### src/rtl/md5_pkg.sv
// ----------------------------------------------------------------------------
// md5 package
// shared transaction types and constants for the md5 digest core
// ----------------------------------------------------------------------------
package md5_pkg;

  typedef struct packed {
    logic [7:0] data_byte;
    logic       byte_valid;
    logic       end_of_message;
  } in_item_t;

  typedef struct packed {
    logic [31:0] digest_word;
    logic        digest_last;
  } out_item_t;

  // command from front to back: one byte to place, or the end of a message to pad and finish
  typedef enum logic [1:0] {
    CMD_BYTE  = 2'd0,
    CMD_EMIT  = 2'd1
  } cmd_op_t;

  typedef struct packed {
    cmd_op_t    op;
    logic [7:0] data;
  } cmd_t;

  localparam logic [31:0] IV_A = 32'h67452301;
  localparam logic [31:0] IV_B = 32'hefcdab89;
  localparam logic [31:0] IV_C = 32'h98badcfe;
  localparam logic [31:0] IV_D = 32'h10325476;

  function automatic logic [31:0] round_k(input logic [5:0] r);
    logic [31:0] k;
    begin
      unique case (r)
        6'd0: k = 32'hd76aa478;  6'd1: k = 32'he8c7b756;
        6'd2: k = 32'h242070db;  6'd3: k = 32'hc1bdceee;
        6'd4: k = 32'hf57c0faf;  6'd5: k = 32'h4787c62a;
        6'd6: k = 32'ha8304613;  6'd7: k = 32'hfd469501;
        6'd8: k = 32'h698098d8;  6'd9: k = 32'h8b44f7af;
        6'd10: k = 32'hffff5bb1; 6'd11: k = 32'h895cd7be;
        6'd12: k = 32'h6b901122; 6'd13: k = 32'hfd987193;
        6'd14: k = 32'ha679438e; 6'd15: k = 32'h49b40821;
        6'd16: k = 32'hf61e2562; 6'd17: k = 32'hc040b340;
        6'd18: k = 32'h265e5a51; 6'd19: k = 32'he9b6c7aa;
        6'd20: k = 32'hd62f105d; 6'd21: k = 32'h02441453;
        6'd22: k = 32'hd8a1e681; 6'd23: k = 32'he7d3fbc8;
        6'd24: k = 32'h21e1cde6; 6'd25: k = 32'hc33707d6;
        6'd26: k = 32'hf4d50d87; 6'd27: k = 32'h455a14ed;
        6'd28: k = 32'ha9e3e905; 6'd29: k = 32'hfcefa3f8;
        6'd30: k = 32'h676f02d9; 6'd31: k = 32'h8d2a4c8a;
        6'd32: k = 32'hfffa3942; 6'd33: k = 32'h8771f681;
        6'd34: k = 32'h6d9d6122; 6'd35: k = 32'hfde5380c;
        6'd36: k = 32'ha4beea44; 6'd37: k = 32'h4bdecfa9;
        6'd38: k = 32'hf6bb4b60; 6'd39: k = 32'hbebfbc70;
        6'd40: k = 32'h289b7ec6; 6'd41: k = 32'heaa127fa;
        6'd42: k = 32'hd4ef3085; 6'd43: k = 32'h04881d05;
        6'd44: k = 32'hd9d4d039; 6'd45: k = 32'he6db99e5;
        6'd46: k = 32'h1fa27cf8; 6'd47: k = 32'hc4ac5665;
        6'd48: k = 32'hf4292244; 6'd49: k = 32'h432aff97;
        6'd50: k = 32'hab9423a7; 6'd51: k = 32'hfc93a039;
        6'd52: k = 32'h655b59c3; 6'd53: k = 32'h8f0ccc92;
        6'd54: k = 32'hffeff47d; 6'd55: k = 32'h85845dd1;
        6'd56: k = 32'h6fa87e4f; 6'd57: k = 32'hfe2ce6e0;
        6'd58: k = 32'ha3014314; 6'd59: k = 32'h4e0811a1;
        6'd60: k = 32'hf7537e82; 6'd61: k = 32'hbd3af235;
        6'd62: k = 32'h2ad7d2bb; 6'd63: k = 32'heb86d391;
        default: k = 32'h0;
      endcase
      return k;
    end
  endfunction

  function automatic logic [4:0] round_s(input logic [5:0] r);
    logic [4:0] s;
    begin
      unique case ({r[5:4], r[1:0]})
        4'h0: s = 5'd7;  4'h1: s = 5'd12; 4'h2: s = 5'd17; 4'h3: s = 5'd22;
        4'h4: s = 5'd5;  4'h5: s = 5'd9;  4'h6: s = 5'd14; 4'h7: s = 5'd20;
        4'h8: s = 5'd4;  4'h9: s = 5'd11; 4'ha: s = 5'd16; 4'hb: s = 5'd23;
        4'hc: s = 5'd6;  4'hd: s = 5'd10; 4'he: s = 5'd15; 4'hf: s = 5'd21;
        default: s = 5'd0;
      endcase
      return s;
    end
  endfunction

endpackage

### src/rtl/md5_message_digest_core.sv
// ----------------------------------------------------------------------------
// md5 message digest core
// one byte per transaction in, four digest words out per message
// ----------------------------------------------------------------------------
// a full block is compressed in 64 rounds and an add step; bytes wait meanwhile
// one shared round unit; bytes are taken only in the idle state with no digest word held
// finish pads one byte a cycle and compresses, twice if the length spills over, then emits four words
// reset: synchronous active low, restores initial chaining words, empties queues
module md5_message_digest_core (
  input  logic               clk,
  input  logic               rst_n,
  input  logic               in_push,
  output logic               in_full,
  input  md5_pkg::in_item_t  in_item,
  output logic               out_empty,
  input  logic               out_pop,
  output md5_pkg::out_item_t out_item
);

  logic          f_push, f_full, b_empty, b_pop;
  md5_pkg::cmd_t f_item, b_item;

  md5_front u_front (
    .clk(clk), .rst_n(rst_n), .in_push(in_push), .in_full(in_full),
    .in_item(in_item), .cmd_push(f_push), .cmd_full(f_full), .cmd_item(f_item)
  );

  md5_cmd_fifo u_fifo (
    .clk(clk), .rst_n(rst_n), .push(f_push), .full(f_full), .wr_item(f_item),
    .pop(b_pop), .empty(b_empty), .rd_item(b_item)
  );

  md5_back u_back (
    .clk(clk), .rst_n(rst_n), .cmd_empty(b_empty), .cmd_pop(b_pop),
    .cmd_item(b_item), .out_empty(out_empty), .out_pop(out_pop),
    .out_item(out_item)
  );

endmodule

### src/rtl/md5_front.sv
// ----------------------------------------------------------------------------
// md5 front end
// classifies input transactions into byte and finish commands
// ----------------------------------------------------------------------------
module md5_front (
  input  logic               clk,
  input  logic               rst_n,
  input  logic               in_push,
  output logic               in_full,
  input  md5_pkg::in_item_t  in_item,
  output logic               cmd_push,
  input  logic               cmd_full,
  output md5_pkg::cmd_t      cmd_item
);

  logic       pend_r, pend_nxt;

  // a transaction with a byte and end of message gives two commands
  assign in_full = pend_r | cmd_full;

  always_comb begin
    cmd_push = 1'b0;
    cmd_item.op = md5_pkg::CMD_BYTE;
    cmd_item.data = in_item.data_byte;
    pend_nxt = pend_r;
    if (pend_r) begin
      cmd_push = 1'b1;
      cmd_item.op = md5_pkg::CMD_EMIT;
      if (!cmd_full) begin
        pend_nxt = 1'b0;
      end
    end else if (in_push && !cmd_full) begin
      if (in_item.byte_valid) begin
        cmd_push = 1'b1;
        pend_nxt = in_item.end_of_message;
      end else if (in_item.end_of_message) begin
        cmd_push = 1'b1;
        cmd_item.op = md5_pkg::CMD_EMIT;
      end
    end
  end

  always_ff @(posedge clk) begin
    if (!rst_n) begin
      pend_r <= 1'b0;
    end else begin
      pend_r <= pend_nxt;
    end
  end

endmodule

### src/rtl/md5_cmd_fifo.sv
// ----------------------------------------------------------------------------
// md5 command queue
// short queue decoupling front end and compression engine
// ----------------------------------------------------------------------------
module md5_cmd_fifo (
  input  logic           clk,
  input  logic           rst_n,
  input  logic           push,
  output logic           full,
  input  md5_pkg::cmd_t  wr_item,
  input  logic           pop,
  output logic           empty,
  output md5_pkg::cmd_t  rd_item
);

  md5_pkg::cmd_t mem_r [4];
  logic [1:0] wp_r, rp_r;
  logic [2:0] cnt_r;

  assign full  = (cnt_r == 3'd4);
  assign empty = (cnt_r == 3'd0);
  assign rd_item = mem_r[rp_r];

  always_ff @(posedge clk) begin
    if (!rst_n) begin
      wp_r <= '0;
      rp_r <= '0;
      cnt_r <= '0;
    end else begin
      if (push && !full) begin
        wp_r <= wp_r + 2'd1;
      end
      if (pop && !empty) begin
        rp_r <= rp_r + 2'd1;
      end
      cnt_r <= cnt_r + {2'b0, push && !full} - {2'b0, pop && !empty};
    end
    if (push && !full) begin
      mem_r[wp_r] <= wr_item;
    end
  end

endmodule

### src/rtl/md5_back.sv
// ----------------------------------------------------------------------------
// md5 back end
// packs bytes, pads, runs the 64 rounds and delivers the digest words
// ----------------------------------------------------------------------------
module md5_back (
  input  logic               clk,
  input  logic               rst_n,
  input  logic               cmd_empty,
  output logic               cmd_pop,
  input  md5_pkg::cmd_t      cmd_item,
  output logic               out_empty,
  input  logic               out_pop,
  output md5_pkg::out_item_t out_item
);

  typedef enum logic [2:0] {
    ST_IDLE, ST_PAD, ST_ROUND, ST_ADD, ST_EMIT
  } state_t;

  state_t      state_r;
  logic [31:0] blk_r [16];
  logic [31:0] h_r [4];
  logic [31:0] a_r, b_r, c_r, d_r;
  logic [63:0] cnt_r;
  logic [63:0] bits_r;
  logic [5:0]  rnd_r;
  logic        fin_r;
  logic [1:0]  emit_r;
  logic        ovld_r;
  logic [31:0] oword_r;
  logic        olast_r;

  // padding byte generator
  logic [5:0]  pos;
  logic [7:0]  pad_byte;
  logic        pad_first_r;
  logic        len_blk_r;
  assign pos = cnt_r[5:0];

  // the length goes only into the block that carries it
  always_comb begin
    if (pad_first_r) begin
      pad_byte = 8'h80;
    end else if (len_blk_r && pos >= 6'd56) begin
      pad_byte = bits_r[{pos[2:0], 3'b000} +: 8];
    end else begin
      pad_byte = 8'h00;
    end
  end

  // round datapath
  logic [31:0] f, t, rot, w;
  logic [3:0]  wi;
  logic [4:0]  s;
  always_comb begin
    unique case (rnd_r[5:4])
      2'd0: begin
        f = (b_r & c_r) | (~b_r & d_r);
        wi = rnd_r[3:0];
      end
      2'd1: begin
        f = (b_r & d_r) | (c_r & ~d_r);
        wi = 4'(({rnd_r[3:0], 2'b00}) + rnd_r[3:0] + 4'd1);
      end
      2'd2: begin
        f = b_r ^ c_r ^ d_r;
        wi = 4'(({rnd_r[3:0], 1'b0}) + rnd_r[3:0] + 4'd5);
      end
      default: begin
        f = c_r ^ (b_r | ~d_r);
        wi = 4'(({rnd_r[3:0], 3'b000}) - rnd_r[3:0]);
      end
    endcase
    w = blk_r[wi];
    s = md5_pkg::round_s(rnd_r);
    t = a_r + f + md5_pkg::round_k(rnd_r) + w;
    rot = (t << s) | (t >> (6'd32 - {1'b0, s}));
  end

  logic take_byte;
  logic [7:0] byte_v;
  always_comb begin
    take_byte = 1'b0;
    byte_v = cmd_item.data;
    cmd_pop = 1'b0;
    if (state_r == ST_IDLE && !cmd_empty && !ovld_r) begin
      cmd_pop = 1'b1;
      take_byte = (cmd_item.op == md5_pkg::CMD_BYTE);
    end else if (state_r == ST_PAD) begin
      take_byte = 1'b1;
      byte_v = pad_byte;
    end
  end

  assign out_empty = !ovld_r;
  assign out_item.digest_word = oword_r;
  assign out_item.digest_last = olast_r;

  always_ff @(posedge clk) begin
    if (take_byte) begin
      if (pos[1:0] == 2'd0) begin
        blk_r[pos[5:2]] <= {24'h0, byte_v};
      end else begin
        blk_r[pos[5:2]][{pos[1:0], 3'b000} +: 8] <= byte_v;
      end
    end
    if (!rst_n) begin
      state_r <= ST_IDLE;
      h_r[0] <= md5_pkg::IV_A;
      h_r[1] <= md5_pkg::IV_B;
      h_r[2] <= md5_pkg::IV_C;
      h_r[3] <= md5_pkg::IV_D;
      cnt_r <= '0;
      rnd_r <= '0;
      fin_r <= 1'b0;
      emit_r <= '0;
      ovld_r <= 1'b0;
      pad_first_r <= 1'b0;
      len_blk_r <= 1'b0;
    end else begin
      if (ovld_r && out_pop && state_r != ST_EMIT) begin
        ovld_r <= 1'b0;
      end
      if (take_byte) begin
        cnt_r <= cnt_r + 64'd1;
        pad_first_r <= 1'b0;
      end
      unique case (state_r)
        ST_IDLE: begin
          if (cmd_pop) begin
            if (cmd_item.op == md5_pkg::CMD_BYTE) begin
              fin_r <= 1'b0;
              if (pos == 6'd63) begin
                state_r <= ST_ROUND;
              end
            end else begin
              fin_r <= 1'b1;
              bits_r <= {cnt_r[60:0], 3'b000};
              pad_first_r <= 1'b1;
              len_blk_r <= (pos < 6'd56);
              state_r <= ST_PAD;
            end
            a_r <= h_r[0];
            b_r <= h_r[1];
            c_r <= h_r[2];
            d_r <= h_r[3];
            rnd_r <= '0;
          end
        end
        ST_PAD: begin
          a_r <= h_r[0];
          b_r <= h_r[1];
          c_r <= h_r[2];
          d_r <= h_r[3];
          rnd_r <= '0;
          if (pos == 6'd63) begin
            state_r <= ST_ROUND;
          end
        end
        ST_ROUND: begin
          a_r <= d_r;
          d_r <= c_r;
          c_r <= b_r;
          b_r <= b_r + rot;
          rnd_r <= rnd_r + 6'd1;
          if (rnd_r == 6'd63) begin
            state_r <= ST_ADD;
          end
        end
        ST_ADD: begin
          h_r[0] <= h_r[0] + a_r;
          h_r[1] <= h_r[1] + b_r;
          h_r[2] <= h_r[2] + c_r;
          h_r[3] <= h_r[3] + d_r;
          emit_r <= '0;
          if (!fin_r) begin
            state_r <= ST_IDLE;
          end else if (len_blk_r) begin
            state_r <= ST_EMIT;
          end else begin
            len_blk_r <= 1'b1;
            state_r <= ST_PAD;
          end
        end
        ST_EMIT: begin
          if (!ovld_r || out_pop) begin
            ovld_r <= 1'b1;
            oword_r <= h_r[emit_r];
            olast_r <= (emit_r == 2'd3);
            emit_r <= emit_r + 2'd1;
            if (emit_r == 2'd3) begin
              h_r[0] <= md5_pkg::IV_A;
              h_r[1] <= md5_pkg::IV_B;
              h_r[2] <= md5_pkg::IV_C;
              h_r[3] <= md5_pkg::IV_D;
              cnt_r <= '0;
              fin_r <= 1'b0;
              state_r <= ST_IDLE;
            end
          end
        end
        default: state_r <= ST_IDLE;
      endcase
    end
  end

endmodule

### config.mk
export PLATFORM = sky130hd
export DESIGN_NAME = md5_message_digest_core
export DESIGN_NICKNAME = d
export VERILOG_FILES = /design/src/rtl/md5_pkg.sv /design/src/rtl/md5_message_digest_core.sv /design/src/rtl/md5_front.sv /design/src/rtl/md5_cmd_fifo.sv /design/src/rtl/md5_back.sv
export SDC_FILE = /design/constraint.sdc
export NUM_CORES = 2
export LEC_CHECK = 0
export BUFFER_PORTS_ARGS = -buffer_cell sky130_fd_sc_hd__buf_2
export CORE_MARGIN = 2
export CORE_UTILIZATION = 30
export DETAILED_ROUTE_END_ITERATION = 10
export GPL_TIMING_DRIVEN = 0
export PLACE_DENSITY_LB_ADDON = 0.3
export RECOVER_POWER = 100
export SYNTH_ARGS = -nofsm -noshare
export SYNTH_HDL_FRONTEND = slang
export SYNTH_SLANG_ARGS = --single-unit
### constraint.sdc
create_clock -name clk -period 10.05 [get_ports clk]
set_input_delay 0.5025 -clock clk [delete_from_list [all_inputs] [get_ports clk]]
set_output_delay 0.5025 -clock clk [all_outputs]
set_load 0.005 [all_outputs]
==> metrics list <==
* Result of the run: finished with violations
- Failing checks: capacitance limit, slew limit, setup timing
- Final Critical Period: between 10 and 15 ns
* Post-synthesis sequential area ratio: 0.483
- Detail Route Antenna Nets: 0
* Weighted congestion reported at the end of routability-driven placement: just over 1
- The die covers approximately 0.2 mm2.
- Of all nets on the critical path, the largest fanout is 10.
* Worst min-delay path category: in2reg
* Standard-cell row count: between 150 and 200
- Slew margin rel.: -0.732
* DP Area: 0.0634 mm2
* Delay contributed by the slowest stage of the critical path: roughly 0.5 ns
- The number of placed instances, taps included, is roughly 8500.
- DRC Markers: 0
- Worst-case clock buffer depth: 3
- Internal reg-to-reg setup slack: -0.37 ns
- After clock tree synthesis, the clock-pin slew on the worst setup and hold paths is about 0.06 ns.
* WP buf/inv: 10
* Post-route insts no fill: just under 9000
- Clock skew on the completed layout was measured at between 0.06 and 0.07 ns.
- The mapped netlist covers between 0.05 and 0.06 mm2.
- In this run the vertical extent of the chip is approximately 450 um.
- For the pin with the worst max-slew slack, the measured transition is about 2.5 ns.
- At the worst endpoint, the required time is approximately 11 ns.
- Dpl hpwl: roughly 170 mm
- In the final design database the tool counted approximately 6300 nets.
- The number of max-slew violations in the final report was approximately 270.
- First-pass GRT wire length: around 330 mm
- Number of enable-type register cells in the synthesized netlist: 834
* Routed wire length: between 200 and 250 mm
- Largest net degree at the start of global routing: 34
- Yosys synthesis warning count: 0
- Of the post-synthesis cell area, the dominant cell type holds 0.420.
- Number of detailed-route iterations in the first pass: 7
- DRT iter0 DRCs: between 5000 and 6000
* Data arrival time at the worst-slack endpoint: between 10 and 15 ns
- Synth unique cells: 97
- Timing would allow up to ~96 MHz.
* Mean number of vias per cell: 5.60
- TritonCTS built the clock tree.
- Routed length per instance: between 20 and 30 um
- Startpoint type of the worst setup path: register
- Total CTS buffers: about 110
- Port buffering added 47 buffers.
* Flip-flop and latch count after synthesis: ~1000
- Post-Synthesis Mean Instance Area: between 10 and 15 um2
* Synthesized netlist net count: roughly 6100
* Floorplan Core Area: a little under 0.2 mm2
- The slowest stage of the critical path belongs to the cell sky130_fd_sc_hd__mux4_2.
- Leaving out fill and tap cells, the most frequent cell in the layout is sky130_fd_sc_hd__edfxtp_1.
- Antenna violations before repair: 13
- Root cell of the clock tree: sky130_fd_sc_hd__clkbuf_16
- After routing the design area is about 0.07 mm2.
- Setup repair after global routing could not meet its margin everywhere.
- Of the available clock period, the critical path in the final layout requires 1.04.
* Initial Util: 0.302
- Critical Path Sink Type: register
* Final setup violating endpoints: 10
- Clock tree synthesis found a total of 1021 sinks.
* Number of instances in the synthesized netlist: approximately 5800
- H-tree depth reported by CTS: 3
* Cell repeated most along the worst path: sky130_fd_sc_hd__a21oi_2
- GRT overflow: 0
- Number of global-route vias before repair: about 47000
* Leading cell types by total area after synthesis: sky130_fd_sc_hd__edfxtp_1, sky130_fd_sc_hd__dfxtp_1, sky130_fd_sc_hd__ha_1
- Post-synthesis to final-layout area growth: 16.8%
- Leaving out fill and tap cells, the most frequent cells in the layout are sky130_fd_sc_hd__edfxtp_1, sky130_fd_sc_hd__nand2_1, sky130_fd_sc_hd__nor2_1, sky130_fd_sc_hd__a21oi_1, sky130_fd_sc_hd__o21ai_0.
- The final route contains approximately 49000 vias.
- Of the cells placed in the final design, the portion with a size suffix greater than 1 is 0.130.
- GRT Resource Usage Total: 0.225
- Clock latency at the later pin of the worst-skew pair: about 0.79 ns
* Final worst slack: -0.370 ns
* Number of max-cap violations: 15
- Die X: 450 um
- Final hold slack: ~0.17 ns
- a little under 50 I/O pins were placed.
- Cell family with the largest share of critical-path delay: compound AO/OA/AOI/OAI gates
- Critical path start-end classification: reg2reg
- Counting flops with an async set or reset pin after synthesis yields a share of 0.
- The number of hold-slack violations in the final timing report came to 0.
* Largest area contributor in the synthesized netlist: sky130_fd_sc_hd__edfxtp_1
- Top FF cell, synth: sky130_fd_sc_hd__edfxtp_1
## tightest hold or removal path, stage by stage
cell and delay (ns):
sky130_fd_sc_hd__buf_2 0.10, sky130_fd_sc_hd__nand3_1 0.07, sky130_fd_sc_hd__nor3b_1 0.05, sky130_fd_sc_hd__a21oi_1 0.12
sky130_fd_sc_hd__nor2_1 0.05
## through the flow
stage | setup WS, ns | setup TNS [ns] | util
final | -0.370 | -1.76 | 0.353
after global routing | -0.511 | -4.10 | 0.353
after CTS | -0.221 | -0.781 | 0.351
after detailed placement | -4.15 | -86.42 | 0.321
after global placement | -4.05 | -312.93 | 0.320
after floorplan | 0.192 | 0 | -
## synth_stat cells, types with 36 or more instances
cell / n
sky130_fd_sc_hd__nand3_1: 134
sky130_fd_sc_hd__xor2_1: 159
sky130_fd_sc_hd__inv_1: 263
sky130_fd_sc_hd__mux4_2: 70
sky130_fd_sc_hd__nor3_1: 76
sky130_fd_sc_hd__nand2_1: 735
sky130_fd_sc_hd__a21o_1: 73
sky130_fd_sc_hd__xnor2_1: 103
sky130_fd_sc_hd__o211ai_1: 55
sky130_fd_sc_hd__edfxtp_1: 834
sky130_fd_sc_hd__a31oi_1: 132
sky130_fd_sc_hd__o21ai_0: 325
sky130_fd_sc_hd__dfxtp_1: 187
sky130_fd_sc_hd__mux2i_1: 260
sky130_fd_sc_hd__nor2_1: 511
sky130_fd_sc_hd__a311oi_1: 43
sky130_fd_sc_hd__and3_1: 39
sky130_fd_sc_hd__mux2_2: 81
sky130_fd_sc_hd__clkbuf_1: 253
sky130_fd_sc_hd__a211oi_1: 110
sky130_fd_sc_hd__nand2b_1: 45
sky130_fd_sc_hd__buf_1: 60
sky130_fd_sc_hd__a21oi_1: 371
sky130_fd_sc_hd__fa_1: 69
sky130_fd_sc_hd__or3_1: 36
sky130_fd_sc_hd__ha_1: 224
## final cells by class
cell class,count,area (um2)
clock inverter,72,696
fill,19904,128000
inverter,268,1010
buffer,323,1720
clock buffer,136,2990
sequential,1021,28800
antenna,3,7.51
multi-input combinational,4139,30100
timing repair buffer,156,1060
tap,2640,3300
## sequential cells by signal, indices dropped and copies added, names as in the netlist, 2 cells and up, named ones only
name,flops
u_fifo.rp_r,2
u_back.bits_r,61
u_back.d_r,32
u_back.cnt_r,61
u_back.oword_r,32
u_back.state_r,3
u_back.emit_r,2
u_fifo.cnt_r,3
u_back.a_r,32
u_fifo.mem_r,36
u_back.b_r,32
u_back.h_r,128
u_back.rnd_r,6
u_back.blk_r,512
u_back.c_r,32
u_back.s,5
u_fifo.wp_r,2
## routing by layer
| layer | vias to the layer above | wire [um] | global-route usage |
|---|---|---|---|
| li1 | 21750 | - | - |
| met1 | 24414 | 99200 | 0.306 |
| met2 | 2364 | 103000 | 0.345 |
| met3 | 535 | 19500 | 0.0402 |
| met4 | 12 | 12700 | 0.108 |
| met5 | - | 79 | 0 |
## logic make-up (layout without fill, tap and decap cells)
family          count (synthesis)  count (layout)  share of synthesized area
compound gates               1416            1416                      0.153
other cells                     0               3                          0
buf+inv                       599             955                     0.0385
fa+ha+maj                     325             325                     0.0755
simple gates                 1724            1724                      0.126
flops                        1021            1021                      0.483
mux                           411             411                     0.0854
xor+xnor                      263             263                     0.0389
## worst paths after layout
path,start,endpoint,depth (start not counted)
worst min register to register,u_back.cnt_r[2],u_back.bits_r[5],0
worst max-delay path,u_back.rnd_r[2],u_back.b_r[24],45
worst max register to register,u_back.rnd_r[2],u_back.b_r[24],45
worst min-delay path,in_item[0],u_front.pend_r,5
## timing repair
| item | CTS | global route |
|---|---|---|
| cloned | 3 | 0 |
| hold buffers | 8 | 0 |
| endpoints found under the setup margin | 32 | 21 |
| setup buffers | 61 | 28 |
| hold endpoints to repair | 32 | 0 |
| pin swaps | 93 | 55 |
| resized for setup | 458 | 89 |
Power is left out: the tool's default activity adds up to more than one toggle a clock period on the data nets, which glitch-free logic cannot reach.
